<file path="config.mk">
export PLATFORM = sky130hd
export DESIGN_NAME = text_tokenizer_top
export DESIGN_NICKNAME = d
export VERILOG_FILES = /design/src/ttok_pkg.sv /design/src/ttok_regs.sv /design/src/ttok_queue.sv /design/src/ttok_front.sv /design/src/ttok_back.sv /design/src/text_tokenizer_top.sv
export SDC_FILE = /design/constraint.sdc
export NUM_CORES = 2
export LEC_CHECK = 0
export BUFFER_PORTS_ARGS = -buffer_cell sky130_fd_sc_hd__buf_2
export CORE_ASPECT_RATIO = 0.8
export CORE_MARGIN = 3
export CORE_UTILIZATION = 62
export DETAILED_ROUTE_END_ITERATION = 8
export PLACE_DENSITY = 0.8
export SYNTH_ARGS = -nofsm -noshare
export SYNTH_HDL_FRONTEND = slang
export SYNTH_SLANG_ARGS = --single-unit
</file>
<file path="constraint.sdc">
create_clock -name clk -period 5.92 [get_ports clk]
set_input_delay 0.296 -clock clk [delete_from_list [all_inputs] [get_ports clk]]
set_output_delay 0.296 -clock clk [all_outputs]
set_load 0.01 [all_outputs]
</file>
<file path="src/ttok_pkg.sv">
// Shared types and constants of the text tokenizer.
// No dependencies; imported by every other file in src.
`default_nettype none

package ttok_pkg;

    localparam int TOKEN_CHARS_DEF = 128;   // token store size in bytes, multiple of 8
    localparam int MAX_LIMIT       = 128;   // token_limit saturates here
    localparam int LEN_W           = 8;     // token length, 0..128
    localparam int QUEUE_DEPTH     = 2;     // command queue between front and back
    localparam int CFG_DATA_W      = 64;
    localparam int REG_ADDR_W      = 6;     // five 64-bit registers at 8-byte spacing
    localparam int CHUNK_BYTES     = 8;

    localparam logic [7:0] CH_NUL   = 8'h00;
    localparam logic [7:0] CH_SLASH = 8'h2f;
    localparam logic [7:0] CH_QUOTE = 8'h22;
    localparam logic [7:0] CH_NL    = 8'h0a;

    localparam logic [63:0] SEP_MASK0_RST = 64'h0000_0001_0000_2600;
    localparam logic [7:0]  LIMIT_RST     = 8'd128;

    typedef enum logic [2:0] {
        REG_SEP_MASK_0 = 3'd0,
        REG_SEP_MASK_1 = 3'd1,
        REG_SEP_MASK_2 = 3'd2,
        REG_SEP_MASK_3 = 3'd3,
        REG_TOKEN_LIMIT = 3'd4
    } reg_idx_t;

    typedef enum logic [1:0] {
        OUT_WORD    = 2'd0,
        OUT_QUOTE   = 2'd1,
        OUT_DISCARD = 2'd2,
        OUT_END     = 2'd3
    } outcome_t;

    typedef struct packed {
        logic [255:0] sep_mask;
        logic [7:0]   limit;
    } cfg_t;

    // One finished token for the back end; end_after appends an end-of-text marker.
    typedef struct packed {
        logic [LEN_W-1:0] len;
        outcome_t         outcome;
        logic             end_after;
    } cmd_t;

    typedef struct packed {
        logic             en;
        logic [LEN_W-1:0] idx;
        logic [7:0]       data;
    } wr_t;

    typedef struct packed {
        logic store_done;   // last chunk of a stored token has been read out
    } back_status_t;

endpackage

`default_nettype wire

</file>
<file path="src/ttok_regs.sv">
// APB-style configuration registers: separator mask and token limit.
// Depends on ttok_pkg.
`default_nettype none

module ttok_regs (
    input  wire logic                             clk,
    input  wire logic                             rst_n,
    input  wire logic                             psel,
    input  wire logic                             penable,
    input  wire logic                             pwrite,
    input  wire logic [ttok_pkg::REG_ADDR_W-1:0]  paddr,
    input  wire logic [ttok_pkg::CFG_DATA_W-1:0]  pwdata,
    output logic      [ttok_pkg::CFG_DATA_W-1:0]  prdata,
    output logic                                  pready,
    output ttok_pkg::cfg_t                        cfg
);
    import ttok_pkg::*;

    logic [63:0] sep0_reg, sep1_reg, sep2_reg, sep3_reg;
    logic [7:0]  limit_reg;
    reg_idx_t    idx;
    logic        wr_en;

    assign pready = 1'b1;
    assign idx    = reg_idx_t'(paddr[REG_ADDR_W-1:3]);
    assign wr_en  = psel && penable && pwrite && pready;

    always_ff @(posedge clk or negedge rst_n)
    begin
        if (!rst_n)
        begin
            sep0_reg  <= SEP_MASK0_RST;
            sep1_reg  <= '0;
            sep2_reg  <= '0;
            sep3_reg  <= '0;
            limit_reg <= LIMIT_RST;
        end
        else if (wr_en)
        begin
            unique case (idx)
                REG_SEP_MASK_0:  sep0_reg  <= pwdata;
                REG_SEP_MASK_1:  sep1_reg  <= pwdata;
                REG_SEP_MASK_2:  sep2_reg  <= pwdata;
                REG_SEP_MASK_3:  sep3_reg  <= pwdata;
                REG_TOKEN_LIMIT: limit_reg <= pwdata[7:0];
                default:         ;
            endcase
        end
    end

    always_comb
    begin
        unique case (idx)
            REG_SEP_MASK_0:  prdata = sep0_reg;
            REG_SEP_MASK_1:  prdata = sep1_reg;
            REG_SEP_MASK_2:  prdata = sep2_reg;
            REG_SEP_MASK_3:  prdata = sep3_reg;
            REG_TOKEN_LIMIT: prdata = {{(CFG_DATA_W-8){1'b0}}, limit_reg};
            default:         prdata = '0;
        endcase
    end

    assign cfg.sep_mask = {sep3_reg, sep2_reg, sep1_reg, sep0_reg};
    assign cfg.limit    = limit_reg;

endmodule

`default_nettype wire

</file>
<file path="src/ttok_queue.sv">
// Short command queue between the parser front end and the chunk back end.
// Depends on ttok_pkg. DEPTH must be a power of two.
`default_nettype none

module ttok_queue #(
    parameter int DEPTH = ttok_pkg::QUEUE_DEPTH
) (
    input  wire logic           clk,
    input  wire logic           rst_n,
    input  wire logic           push,
    input  ttok_pkg::cmd_t      push_cmd,
    output logic                full,
    input  wire logic           pop,
    output logic                valid,
    output ttok_pkg::cmd_t      pop_cmd
);
    import ttok_pkg::*;

    localparam int PTR_W = (DEPTH > 1) ? $clog2(DEPTH) : 1;
    localparam int CNT_W = $clog2(DEPTH + 1);

    cmd_t             entry_reg [DEPTH];
    logic [PTR_W-1:0] wptr_reg, rptr_reg;
    logic [CNT_W-1:0] count_reg;

    assign full    = (count_reg == CNT_W'(DEPTH));
    assign valid   = (count_reg != '0);
    assign pop_cmd = entry_reg[rptr_reg];

    always_ff @(posedge clk)
    begin
        if (push)
        begin
            entry_reg[wptr_reg] <= push_cmd;
        end
    end

    always_ff @(posedge clk or negedge rst_n)
    begin
        if (!rst_n)
        begin
            wptr_reg  <= '0;
            rptr_reg  <= '0;
            count_reg <= '0;
        end
        else
        begin
            if (push)
            begin
                wptr_reg <= wptr_reg + 1'b1;
            end
            if (pop)
            begin
                rptr_reg <= rptr_reg + 1'b1;
            end
            if (push && !pop)
            begin
                count_reg <= count_reg + 1'b1;
            end
            else if (pop && !push)
            begin
                count_reg <= count_reg - 1'b1;
            end
        end
    end

endmodule

`default_nettype wire

</file>
<file path="src/ttok_front.sv">
// Parser front end: classifies each text byte, writes token bytes, queues finished tokens.
// Depends on ttok_pkg; feeds ttok_queue and the token store in ttok_back.
`default_nettype none

module ttok_front #(
    parameter int TOKEN_CHARS = ttok_pkg::TOKEN_CHARS_DEF
) (
    input  wire logic                 clk,
    input  wire logic                 rst_n,
    input  ttok_pkg::cfg_t            cfg,
    input  wire logic                 text_valid,
    output logic                      text_ready,
    input  wire logic [7:0]           text_byte,
    output logic                      q_push,
    output ttok_pkg::cmd_t            q_cmd,
    input  wire logic                 q_full,
    output ttok_pkg::wr_t             wr,
    input  ttok_pkg::back_status_t    bstat
);
    import ttok_pkg::*;

    localparam int MAX_LIM_INT = (TOKEN_CHARS < MAX_LIMIT) ? TOKEN_CHARS : MAX_LIMIT;
    localparam logic [LEN_W-1:0] MAX_LIM = LEN_W'(MAX_LIM_INT);

    typedef enum logic [2:0] {
        M_SKIP,
        M_SLASH,
        M_COMMENT,
        M_QUOTE,
        M_WORD
    } mode_t;

    mode_t            mode_reg, mode_next;
    logic [LEN_W-1:0] len_reg, len_next;
    logic             hold_reg, hold_next;   // a stored token is being read out

    logic             accept;
    logic             b_sep;
    logic [LEN_W-1:0] lim;
    logic [LEN_W-1:0] cur_len;
    logic [LEN_W-1:0] quote_cap;
    logic             push;
    cmd_t             cmd;

    mode_t            sk_mode;
    logic [LEN_W-1:0] sk_len;
    wr_t              sk_wr;
    logic             sk_end;

    assign text_ready = !q_full && !hold_reg;
    assign accept     = text_valid && text_ready;
    assign b_sep      = (text_byte == CH_NUL) || cfg.sep_mask[text_byte];

    always_comb
    begin
        if (cfg.limit == '0)
        begin
            lim = LEN_W'(1);
        end
        else if (cfg.limit > MAX_LIM)
        begin
            lim = MAX_LIM;
        end
        else
        begin
            lim = cfg.limit;
        end
    end

    assign quote_cap = lim - 1'b1;
    // after a lone slash the '/' already sits in entry 0
    assign cur_len   = (mode_reg == M_SLASH) ? LEN_W'(1) : len_reg;

    // byte as seen while skipping separators
    always_comb
    begin
        sk_mode = M_SKIP;
        sk_len  = len_reg;
        sk_wr   = '0;
        sk_end  = 1'b0;
        if (text_byte == CH_NUL)
        begin
            sk_end = 1'b1;
            sk_len = '0;
        end
        else if (!b_sep)
        begin
            sk_len = '0;
            if (text_byte == CH_SLASH)
            begin
                sk_mode    = M_SLASH;
                sk_wr.en   = 1'b1;
                sk_wr.data = CH_SLASH;
            end
            else if (text_byte == CH_QUOTE)
            begin
                sk_mode = M_QUOTE;
            end
            else
            begin
                sk_mode    = M_WORD;
                sk_wr.en   = 1'b1;
                sk_wr.data = text_byte;
                sk_len     = LEN_W'(1);
            end
        end
    end

    always_comb
    begin
        mode_next = mode_reg;
        len_next  = len_reg;
        wr        = '0;
        push      = 1'b0;
        cmd       = '0;
        if (accept)
        begin
            unique case (mode_reg)
                M_SLASH, M_WORD:
                begin
                    if (mode_reg == M_SLASH && text_byte == CH_SLASH)
                    begin
                        mode_next = M_COMMENT;
                    end
                    else if (!b_sep)
                    begin
                        mode_next = M_WORD;
                        len_next  = cur_len;
                        if (cur_len < lim)
                        begin
                            wr.en    = 1'b1;
                            wr.idx   = cur_len;
                            wr.data  = text_byte;
                            len_next = cur_len + 1'b1;
                        end
                    end
                    else
                    begin
                        push          = 1'b1;
                        cmd.end_after = (text_byte == CH_NUL);
                        if (cur_len >= lim)
                        begin
                            cmd.outcome = OUT_DISCARD;
                        end
                        else
                        begin
                            cmd.len     = cur_len;
                            cmd.outcome = OUT_WORD;
                        end
                        len_next  = '0;
                        mode_next = M_SKIP;
                    end
                end
                M_COMMENT:
                begin
                    if (text_byte == CH_NUL || text_byte == CH_NL)
                    begin
                        mode_next = sk_mode;
                        len_next  = sk_len;
                        wr        = sk_wr;
                        push      = sk_end;
                        cmd.outcome = OUT_END;
                    end
                end
                M_QUOTE:
                begin
                    if (text_byte == CH_QUOTE || text_byte == CH_NUL)
                    begin
                        push          = 1'b1;
                        cmd.len       = (len_reg > quote_cap) ? quote_cap : len_reg;
                        cmd.outcome   = OUT_QUOTE;
                        cmd.end_after = (text_byte == CH_NUL);
                        len_next      = '0;
                        mode_next     = M_SKIP;
                    end
                    else if (len_reg < lim)
                    begin
                        wr.en    = 1'b1;
                        wr.idx   = len_reg;
                        wr.data  = text_byte;
                        len_next = len_reg + 1'b1;
                    end
                end
                default:
                begin
                    mode_next   = sk_mode;
                    len_next    = sk_len;
                    wr          = sk_wr;
                    push        = sk_end;
                    cmd.outcome = OUT_END;
                end
            endcase
        end
    end

    assign q_push = push;
    assign q_cmd  = cmd;

    always_comb
    begin
        hold_next = hold_reg;
        if (bstat.store_done)
        begin
            hold_next = 1'b0;
        end
        if (push && cmd.len != '0)
        begin
            hold_next = 1'b1;
        end
    end

    always_ff @(posedge clk or negedge rst_n)
    begin
        if (!rst_n)
        begin
            mode_reg <= M_SKIP;
            len_reg  <= '0;
            hold_reg <= 1'b0;
        end
        else
        begin
            mode_reg <= mode_next;
            len_reg  <= len_next;
            hold_reg <= hold_next;
        end
    end

endmodule

`default_nettype wire

</file>
<file path="src/ttok_back.sv">
// Back end: token store and chunk sequencer with the output register.
// Depends on ttok_pkg; takes commands from ttok_queue and store writes from ttok_front.
`default_nettype none

module ttok_back #(
    parameter int TOKEN_CHARS = ttok_pkg::TOKEN_CHARS_DEF
) (
    input  wire logic                 clk,
    input  wire logic                 rst_n,
    input  ttok_pkg::wr_t             wr,
    input  wire logic                 q_valid,
    input  ttok_pkg::cmd_t            q_cmd,
    output logic                      q_pop,
    output ttok_pkg::back_status_t    bstat,
    output logic                      tok_valid,
    input  wire logic                 tok_ready,
    output logic [63:0]               token_bytes,
    output logic [3:0]                byte_count,
    output logic                      last,
    output logic [1:0]                outcome
);
    import ttok_pkg::*;

    localparam int ROWS  = TOKEN_CHARS / CHUNK_BYTES;
    localparam int ROW_W = (ROWS > 1) ? $clog2(ROWS) : 1;

    typedef enum logic [1:0] {
        B_IDLE,
        B_READ,
        B_SEND,
        B_END
    } state_t;

    // one row holds eight bytes, byte 0 in the low lane
    logic [63:0]      mem [ROWS];
    logic [63:0]      rdata_reg;
    logic             rd_en;
    logic [ROW_W-1:0] rd_row;
    logic [ROW_W-1:0] wr_row;

    state_t           state_reg;
    logic [LEN_W-1:0] len_reg;
    logic [LEN_W-1:0] pos_reg;
    outcome_t         oc_reg;
    logic             end_after_reg;

    logic             out_valid_reg;
    logic [63:0]      out_bytes_reg;
    logic [3:0]       out_count_reg;
    logic             out_last_reg;
    outcome_t         out_outcome_reg;

    logic [LEN_W-1:0] rem;
    logic [3:0]       cnt;
    logic             last_chunk;
    logic             out_free;
    logic             out_load;
    logic [63:0]      masked;

    assign wr_row = ROW_W'(wr.idx >> 3);
    assign rd_row = ROW_W'(pos_reg >> 3);
    assign rd_en  = (state_reg == B_READ);

    always_ff @(posedge clk)
    begin
        if (wr.en)
        begin
            mem[wr_row][wr.idx[2:0]*8 +: 8] <= wr.data;
        end
        if (rd_en)
        begin
            rdata_reg <= mem[rd_row];
        end
    end

    assign rem        = len_reg - pos_reg;
    assign last_chunk = (rem <= LEN_W'(CHUNK_BYTES));
    assign cnt        = last_chunk ? rem[3:0] : 4'(CHUNK_BYTES);
    assign out_free   = !out_valid_reg || tok_ready;
    assign out_load   = out_free && ((state_reg == B_SEND) || (state_reg == B_END));

    always_comb
    begin
        for (int i = 0; i < CHUNK_BYTES; i++)
        begin
            masked[i*8 +: 8] = (4'(i) < cnt) ? rdata_reg[i*8 +: 8] : 8'h00;
        end
    end

    assign q_pop = (state_reg == B_IDLE) && q_valid;
    assign bstat.store_done = (state_reg == B_SEND) && out_free && last_chunk
                              && (len_reg != '0);

    always_ff @(posedge clk or negedge rst_n)
    begin
        if (!rst_n)
        begin
            state_reg       <= B_IDLE;
            len_reg         <= '0;
            pos_reg         <= '0;
            oc_reg          <= OUT_WORD;
            end_after_reg   <= 1'b0;
            out_valid_reg   <= 1'b0;
            out_bytes_reg   <= '0;
            out_count_reg   <= '0;
            out_last_reg    <= 1'b0;
            out_outcome_reg <= OUT_WORD;
        end
        else
        begin
            if (out_load)
            begin
                out_valid_reg <= 1'b1;
            end
            else if (tok_ready)
            begin
                out_valid_reg <= 1'b0;
            end
            unique case (state_reg)
                B_IDLE:
                begin
                    if (q_valid)
                    begin
                        len_reg       <= q_cmd.len;
                        pos_reg       <= '0;
                        oc_reg        <= q_cmd.outcome;
                        end_after_reg <= q_cmd.end_after;
                        state_reg     <= B_READ;
                    end
                end
                B_READ:
                begin
                    state_reg <= B_SEND;
                end
                B_SEND:
                begin
                    if (out_free)
                    begin
                        out_bytes_reg   <= masked;
                        out_count_reg   <= cnt;
                        out_last_reg    <= last_chunk;
                        out_outcome_reg <= oc_reg;
                        pos_reg         <= pos_reg + LEN_W'(cnt);
                        if (!last_chunk)
                        begin
                            state_reg <= B_READ;
                        end
                        else if (end_after_reg)
                        begin
                            state_reg <= B_END;
                        end
                        else
                        begin
                            state_reg <= B_IDLE;
                        end
                    end
                end
                B_END:
                begin
                    if (out_free)
                    begin
                        out_bytes_reg   <= '0;
                        out_count_reg   <= '0;
                        out_last_reg    <= 1'b1;
                        out_outcome_reg <= OUT_END;
                        state_reg       <= B_IDLE;
                    end
                end
                default:
                begin
                    state_reg <= B_IDLE;
                end
            endcase
        end
    end

    assign tok_valid   = out_valid_reg;
    assign token_bytes = out_bytes_reg;
    assign byte_count  = out_count_reg;
    assign last        = out_last_reg;
    assign outcome     = out_outcome_reg;

endmodule

`default_nettype wire

</file>
<file path="src/text_tokenizer_top.sv">
// Top level of the text tokenizer: configuration registers, parser front end,
// command queue and chunk back end. Depends on ttok_pkg and all other src modules.
`default_nettype none

// Text goes in one byte per request and tokens come out as chunks of up to eight
// bytes, last chunk flagged, outcome telling word, quoted string, discarded word
// or end of text. Separators, comments and bytes inside a token are taken one per
// cycle while the command queue is not full. Once a token with stored bytes is
// closed, the next byte waits until the back end has read that token out of the
// store, each chunk taking a store row read and then an output register load; the
// wait grows while the back end is still busy with earlier empty tokens or the
// output side stalls. Empty tokens and end markers queue without holding input.
// Configuration sits on a 64-bit APB-style port, one register every 8 bytes;
// write it only while idle. TOKEN_CHARS must be a multiple of 8.
module text_tokenizer_top #(
    parameter int TOKEN_CHARS = ttok_pkg::TOKEN_CHARS_DEF
) (
    input  wire logic                             clk,
    input  wire logic                             rst_n,
    input  wire logic                             psel,
    input  wire logic                             penable,
    input  wire logic                             pwrite,
    input  wire logic [ttok_pkg::REG_ADDR_W-1:0]  paddr,
    input  wire logic [ttok_pkg::CFG_DATA_W-1:0]  pwdata,
    output logic      [ttok_pkg::CFG_DATA_W-1:0]  prdata,
    output logic                                  pready,
    input  wire logic                             text_valid,
    output logic                                  text_ready,
    input  wire logic [7:0]                       text_byte,
    output logic                                  tok_valid,
    input  wire logic                             tok_ready,
    output logic [63:0]                           token_bytes,
    output logic [3:0]                            byte_count,
    output logic                                  last,
    output logic [1:0]                            outcome
);
    import ttok_pkg::*;

    cfg_t         cfg;
    logic         q_push;
    cmd_t         q_push_cmd;
    logic         q_full;
    logic         q_pop;
    logic         q_valid;
    cmd_t         q_pop_cmd;
    wr_t          wr;
    back_status_t bstat;

    ttok_regs u_regs (
        .clk     (clk),
        .rst_n   (rst_n),
        .psel    (psel),
        .penable (penable),
        .pwrite  (pwrite),
        .paddr   (paddr),
        .pwdata  (pwdata),
        .prdata  (prdata),
        .pready  (pready),
        .cfg     (cfg)
    );

    ttok_front #(
        .TOKEN_CHARS (TOKEN_CHARS)
    ) u_front (
        .clk        (clk),
        .rst_n      (rst_n),
        .cfg        (cfg),
        .text_valid (text_valid),
        .text_ready (text_ready),
        .text_byte  (text_byte),
        .q_push     (q_push),
        .q_cmd      (q_push_cmd),
        .q_full     (q_full),
        .wr         (wr),
        .bstat      (bstat)
    );

    ttok_queue #(
        .DEPTH (QUEUE_DEPTH)
    ) u_queue (
        .clk      (clk),
        .rst_n    (rst_n),
        .push     (q_push),
        .push_cmd (q_push_cmd),
        .full     (q_full),
        .pop      (q_pop),
        .valid    (q_valid),
        .pop_cmd  (q_pop_cmd)
    );

    ttok_back #(
        .TOKEN_CHARS (TOKEN_CHARS)
    ) u_back (
        .clk         (clk),
        .rst_n       (rst_n),
        .wr          (wr),
        .q_valid     (q_valid),
        .q_cmd       (q_pop_cmd),
        .q_pop       (q_pop),
        .bstat       (bstat),
        .tok_valid   (tok_valid),
        .tok_ready   (tok_ready),
        .token_bytes (token_bytes),
        .byte_count  (byte_count),
        .last        (last),
        .outcome     (outcome)
    );

    // the queue must never be pushed while full
    a_no_overflow: assert property (@(posedge clk) disable iff (!rst_n)
        q_push |-> !q_full)
        else $error("command queue overflow");

    // input is held while the back end still reads the token store
    a_store_hold: assert property (@(posedge clk) disable iff (!rst_n)
        bstat.store_done |-> !text_ready && !wr.en)
        else $error("token store written while being read out");

    // every chunk but the last of a token is full
    a_full_chunks: assert property (@(posedge clk) disable iff (!rst_n)
        tok_valid && !last |-> byte_count == 4'(CHUNK_BYTES))
        else $error("short chunk before end of token");

    // the end marker is a single empty chunk
    a_end_marker: assert property (@(posedge clk) disable iff (!rst_n)
        tok_valid && outcome == OUT_END |-> last && byte_count == '0 && token_bytes == '0)
        else $error("malformed end-of-text marker");

endmodule

`default_nettype wire
</file>
# Word level (Yosys, flattened, before mapping)
# Memories as Yosys holds them, arrays and structs flattened. A register that Yosys moved wholly into a read port is not among the register bits.
# Cells that the tools add are included.
[word_totals]
register_bits = 362
output_inout_bits = 138
ramBits = 1046
n_memories = 2
[memory_table]
columns = ["name", "depth", "width", "read_ports", "rd_clocked_by_memory_dff", "wr", "line", "source"]
rows = [
  ["u_back.mem", 16, 64, 1, 1, 1, "ttok_back.sv:35", "logic [63:0] mem [ROWS];"],
  ["u_queue.entry_reg", 2, 11, 1, 1, 1, "ttok_queue.sv:22", "cmd_t entry_reg [DEPTH];"],
]
[classes]
muxes = 100
shifts = 2
n_addsub = 10
eq_ne = 22
n_reduce_logical = 48
magnitude_cmp = 15
[op_table]
columns = ["operator", "count"]
rows = [
  ["64-bit one-hot mux with 5 select lines", 1],
  ["8-bit 2-to-1 mux", 28],
  ["64-bit 2-to-1 mux", 3],
  ["64-bit one-hot mux with 2 select lines", 1],
  ["17-bit 2-to-1 mux", 7],
  ["8-bit by 34-bit variable shift with 64-bit output, first input constant", 1],
  ["8-bit by 34-bit indexed part select with 64-bit output", 1],
  ["17-bit one-hot mux with 3 select lines", 1],
  ["11-bit 2-to-1 mux", 4],
  ["6-bit negator with 34-bit output", 1],
  ["8-bit one-hot mux with 2 select lines", 2],
  ["3-bit 2-to-1 mux", 8],
  ["8-bit one-hot mux with 3 select lines", 1],
  ["2-bit 2-to-1 mux", 11],
  ["1-bit 2-to-1 mux", 21],
  ["8-bit by 1-bit adder with 8-bit output, second input constant", 2],
  ["8-bit by 6-bit == test with 1-bit output, second input constant", 2],
  ["8-bit zero test", 2],
  ["3-bit by 4-bit < comparator with 1-bit output, first input constant", 4],
  ["8-bit < comparator", 2],
  ["8-bit nonzero test", 2],
  ["1-bit logical AND", 13],
  ["3-bit by 2-bit == test with 1-bit output, second input constant", 4],
  ["4-bit 2-to-1 mux", 3],
  ["38 further kinds", 72],
]

# Depth between registers and ports, before layout
[logic_depth]
depth_word = 12
mapped_depth = 24
mapped_depth_nobuf = 19

# Modules after synthesis
# Synthesis repeated with hierarchy kept, for this count alone.
[hier_totals]
cells_unflattened = 3452
area_unflattened_um2 = 63260.7
[modules_own_cells]
columns = ["module", "n_inst", "area_per_inst_um2", "cells_each", "seq_area_each_um2"]
rows = [
  ["ttok_back", 1, 45516.2, 2120, 34998.6],
  ["ttok_regs", 1, 12190.4, 738, 6612.6],
  ["ttok_front", 1, 4534.3, 544, 300.3],
  ["ttok_queue", 1, 1019.7, 50, 760.7],
]

# Worst setup path after synthesis
# OpenSTA, ideal clock, no wires.
[synth_path]
kind = "register -> register"
start = "register u_front.mode_reg[0]"
end = "memory u_back.mem[0][2] (data pin)"
t_arrival_ns = 4.712
setup_slack_ns = 0.881
path_stages_with_launch = 24
t_required_ns = 5.593
path_cell_list = "dfrtp_1 buf_2 nor2b_1 nand2b_1 clkbuf_1 nand2_1 inv_1 ha_1 a21o_1 a21o_1 a21oi_1 and2_1 clkbuf_1 ha_1 a32o_4 inv_2 ha_1 ha_1 nor2_1 nand2_1 or2_1 buf_4 buf_6 nor3_1"
[synth_via]
elab_chain_len = 10
elab_cells_between_ends = 15
classes_between = "add/sub: 1; order compare: 1; eq/ne: 4; shift: 1; mux: 6; reduce/logical: 2"
[synth_rtl]
columns = ["item", "line", "source"]
rows = [
  ["start, declared", "ttok_front.sv:33", "mode_t mode_reg, mode_next;"],
  ["start signal, assigned", "ttok_front.sv:222", "mode_reg <= mode_next;"],
  ["3-bit by 1-bit == test with 1-bit output", "ttok_front.sv:72, ttok_front.sv:118, ttok_front.sv:121", ""],
  ["8-bit 2-to-1 mux", "ttok_front.sv:72", "assign cur_len = (mode_reg == M_SLASH) ? LEN_W'(1) : len_reg;"],
  ["8-bit < comparator", "ttok_front.sv:129", "if (cur_len < lim)"],
  ["17-bit 2-to-1 mux", "ttok_front.sv:129", ""],
  ["17-bit 2-to-1 mux", "ttok_front.sv:125", "else if (!b_sep)"],
  ["17-bit 2-to-1 mux", "ttok_front.sv:121", "if (mode_reg == M_SLASH && text_byte == CH_SLASH)"],
  ["17-bit one-hot mux with 3 select lines *", "ttok_front.sv:118", "unique case (mode_reg)"],
  ["17-bit 2-to-1 mux *", "ttok_front.sv:116", "if (accept)"],
  ["6-bit negator with 34-bit output", "ttok_back.sv:68", "mem[wr_row][wr.idx[2:0]*8 +: 8] <= wr.data;"],
  ["8-bit by 34-bit indexed part select with 64-bit output *", "ttok_back.sv:68", ""],
  ["end, declared", "ttok_back.sv:35", ""],
]
# Every way passes the cells marked *; elsewhere a longest branch is shown, timed or not.

# Worst setup path in the final report
[layout_path]
start = "register u_front.mode_reg[0]"
end = "memory u_back.mem[0][44] (data pin)"
# Same word-level chain as after synthesis.

==> impl_metrics.env <==
export IMPL_post_cts_buffers=0
export IMPL_core_area_sq_um=99000
export IMPL_finalCritPeriodShare_pct=98.3
export IMPL_syn_to_final_growth_pct=14.4
export IMPL_io_buffers=218
export IMPL_cts_sinks=1483
export IMPL_end_kind="flop"
export IMPL_setup_viol=0
export IMPL_required_ns=6.29
export IMPL_ant_nets=0
export IMPL_slew_viol_final=0
export IMPL_clkLatencyLatePin_ns=0.75
export IMPL_dr_pass1_iters=8
export IMPL_ys_types=91
export IMPL_dr_total_vias=36100
export IMPL_rsz0062_at_grt="true"
export IMPL_grt_total_usage_pct=31.8
export IMPL_arrival_ns=6.18
export IMPL_power_total_uw=27000
export IMPL_path_max_fanout=16
export IMPL_synth_seq_cells=1483
export IMPL_hp_class="in2async"
export IMPL_routed_wl_um=163000
export IMPL_die_area_sq_um=104000
export IMPL_grt_pass1_vias=36400
export IMPL_cts_tree="built"
export IMPL_antenna_found_initial=10
export IMPL_setup_tns_ns=0
export IMPL_p_leak_uw=0.0263
export IMPL_critPathKind="reg2reg"
export IMPL_synth_cells=3424
export IMPL_viasPerCell=6.82
export IMPL_async_flop_share_pct=25.2
export IMPL_setup_ws_ns=0.104
export IMPL_powerDensity_nw_per_um2=381
export IMPL_ios=223
export IMPL_largest_reg_flops=1024
export IMPL_drt_iter0_drc=4560
export IMPL_synth_warnings=0
export IMPL_grt_overflow_total=0
export IMPL_dpl_hpwl_um=100000
export IMPL_die_w_um=360
export IMPL_ir_worst_vdd_v=0.000335
export IMPL_grt_pass1_wl_um=243000
export IMPL_root_buffer="clkbuf_16"
export IMPL_dp_slack_ns=0.197
export IMPL_gp_congestion=0.925
export IMPL_cp_start_kind="flop"
export IMPL_cts_htree_levels=4
export IMPL_clk_transition_reported_paths_ns=0.06
export IMPL_drive_gt1_share_pct=34.3
export IMPL_postLayoutCoreUtil_pct=71.6
export IMPL_die_y_um=289
export IMPL_clk_path_buf_depth=3
export IMPL_synth_flop_cell="edfxtp_1"
export IMPL_period_needed_ns=5.82
export IMPL_synth_edf_count=1110
export IMPL_fin_skew_ns=0.0290
export IMPL_maxSlewHeadroom_pct=20.4
export IMPL_cts_buffers=141
export IMPL_start_util_pct=62.6
export IMPL_routedWlPerCell_um=30.8
export IMPL_finish_net_count=3994
export IMPL_max_cap_violations=0
export IMPL_fmax_mhz=172
export IMPL_drc=0
export IMPL_finalHoldViolCount=0
export IMPL_netlist_area_sq_um=62000
export IMPL_fillers=5720
export IMPL_grt_max_degree=156
export IMPL_num_rows=103
export IMPL_ys_seq_area_share_pct=68.8
export IMPL_worst_pin_slew_ns=1.19
export IMPL_syn_area_per_cell_sq_um=18.1
export IMPL_outcome="finished, final reports clean"
-- cell usage in the layout (no fill, tap or decap), drive strengths merged, types with 14 or more instances in the layout --
cell type | synthesis | routed
a22oi | 126 | 126
and3 | 28 | 28
o21a | 14 | 14
ha | 41 | 41
mux4 | 369 | 369
nand4 | 17 | 17
nor4 | 15 | 15
nand2 | 127 | 127
mux2i | 40 | 40
edfxtp | 1110 | 1110
nor2 | 224 | 224
o21ai | 31 | 31
clkinv | 1 | 50
a22o | 71 | 71
a21o | 16 | 16
mux2 | 277 | 277
inv | 42 | 54
dfrtp | 368 | 368
nand3 | 36 | 36
xnor2 | 15 | 15
clkbuf | 133 | 185
dlygate4sd3 | 0 | 66
buf | 77 | 442
a21oi | 40 | 40
nor3 | 31 | 31
-- power by group --
group / switching, uW / internal [uW]
Clock: 3960 / 5000
Sequential: 656 / 12100
Combinational: 2900 / 2410
Total: 7520 / 19500
-- repair_timing --
action / CTS / global route
setup endpoints to repair: 0 / 204
hold buffers: 66 / 0
hold endpoints to repair: 368 / 0
resized for setup: 0 / 8
-- layout make-up --
cell class | instances | area [sq um] | area share [%]
sequential | 1483 | 42700 | 60.2
multi-input combinational | 1689 | 18300 | 25.8
clock buffer | 185 | 3860 | 5.45
timing repair buffer | 508 | 3540 | 4.99
tap | 1312 | 1640 | 2.32
clock inverter | 73 | 679 | 0.959
inverter | 43 | 164 | 0.231
antenna | 6 | 15.0 | 0.0212
-- metal layers --
layer,vias up,GRT usage [%],part of all wire (%)
met2,2336,49.7,48
met3,428,8.63,11
met5,-,0,0.032
li1,14700,-,-
met4,8,11.6,4.0
met1,18700,43.9,37
-- cell usage after synthesis, types with 14 or more instances --
cell type,instances,area [sq um]
a21oi_1,39,195
nor3_1,28,140
a22o_1,71,622
nor2_1,216,811
ha_1,41,513
o21a_1,14,105
inv_1,41,154
clkbuf_1,133,499
buf_1,34,128
mux4_2,366,8240
mux2_2,276,3110
nand3_1,31,155
nand2_1,125,469
mux2i_1,40,400
a21o_1,16,120
a22oi_1,126,946
nand4_1,17,106
buf_2,23,115
and3_1,28,175
xnor2_1,15,131
o21ai_0,29,145
edfxtp_1,1110,33300
dfrtp_1,368,9210
-- cells by family after synthesis --
logic type / after synthesis / synth area share, %
fa+ha+maj: 43 / 0.892
compound gates: 386 / 4.71
simple gates: 550 / 4.30
flops: 1483 / 68.8
xor+xnor: 22 / 0.311
buf+inv: 253 / 1.83
other cells: 1 / 0.00605
mux: 686 / 19.1
-- path summary, 6_finish.rpt --
path	start	endpoint	slack, ns	depth (start not counted)
worst min register to register	u_back.rdata_reg[7]$_DFFE_PN_	u_back.token_bytes[7]$_DFFE_PN0P_	0.46	1
worst max register to register	u_front.mode_reg[0]$_DFFE_PN0P_	u_back.mem[0][44]$_DFFE_PP_	0.10	15
worst min-delay path	rst_n	u_regs.sep3_reg[2]$_DFFE_PN0P_	0.22	2
min in group clk	text_valid	u_front.hold_reg$_DFFE_PN0P_	0.26	5
worst max-delay path	u_front.mode_reg[0]$_DFFE_PN0P_	u_back.mem[0][44]$_DFFE_PP_	0.10	15
max in group asynchronous	rst_n	u_back.pos_reg[4]$_DFFE_PN0P_	4.22	3
-- worst max-delay path, stage by stage (launching register included) --
cell	delay (ns)
dfrtp_1	0.51
nor2b_1	0.29
nand2b_1	0.35
nand2_1	0.38
inv_1	0.16
ha_1	0.32
a21o_1	0.16
a21oi_1	0.21
nand4_1	0.38
nor3_1	0.29
o21ai_0	0.17
ha_1	0.24
ha_1	0.36
and2b_1	0.38
nand3_2	0.27
nor2_1	0.97
-- stage by stage --
stage | hold slack (ns) | cells | cell area (sq um)
after floorplan | 0.000409 | 3425 | 62000
after global placement | 0.430 | 4968 | 65600
after detailed placement | 0.427 | 4968 | 65600
after CTS | 0.187 | 5292 | 70800
after global routing | 0.249 | 5295 | 70900
final | 0.216 | 5299 | 70900
Power figures use the tool's default switching activity.
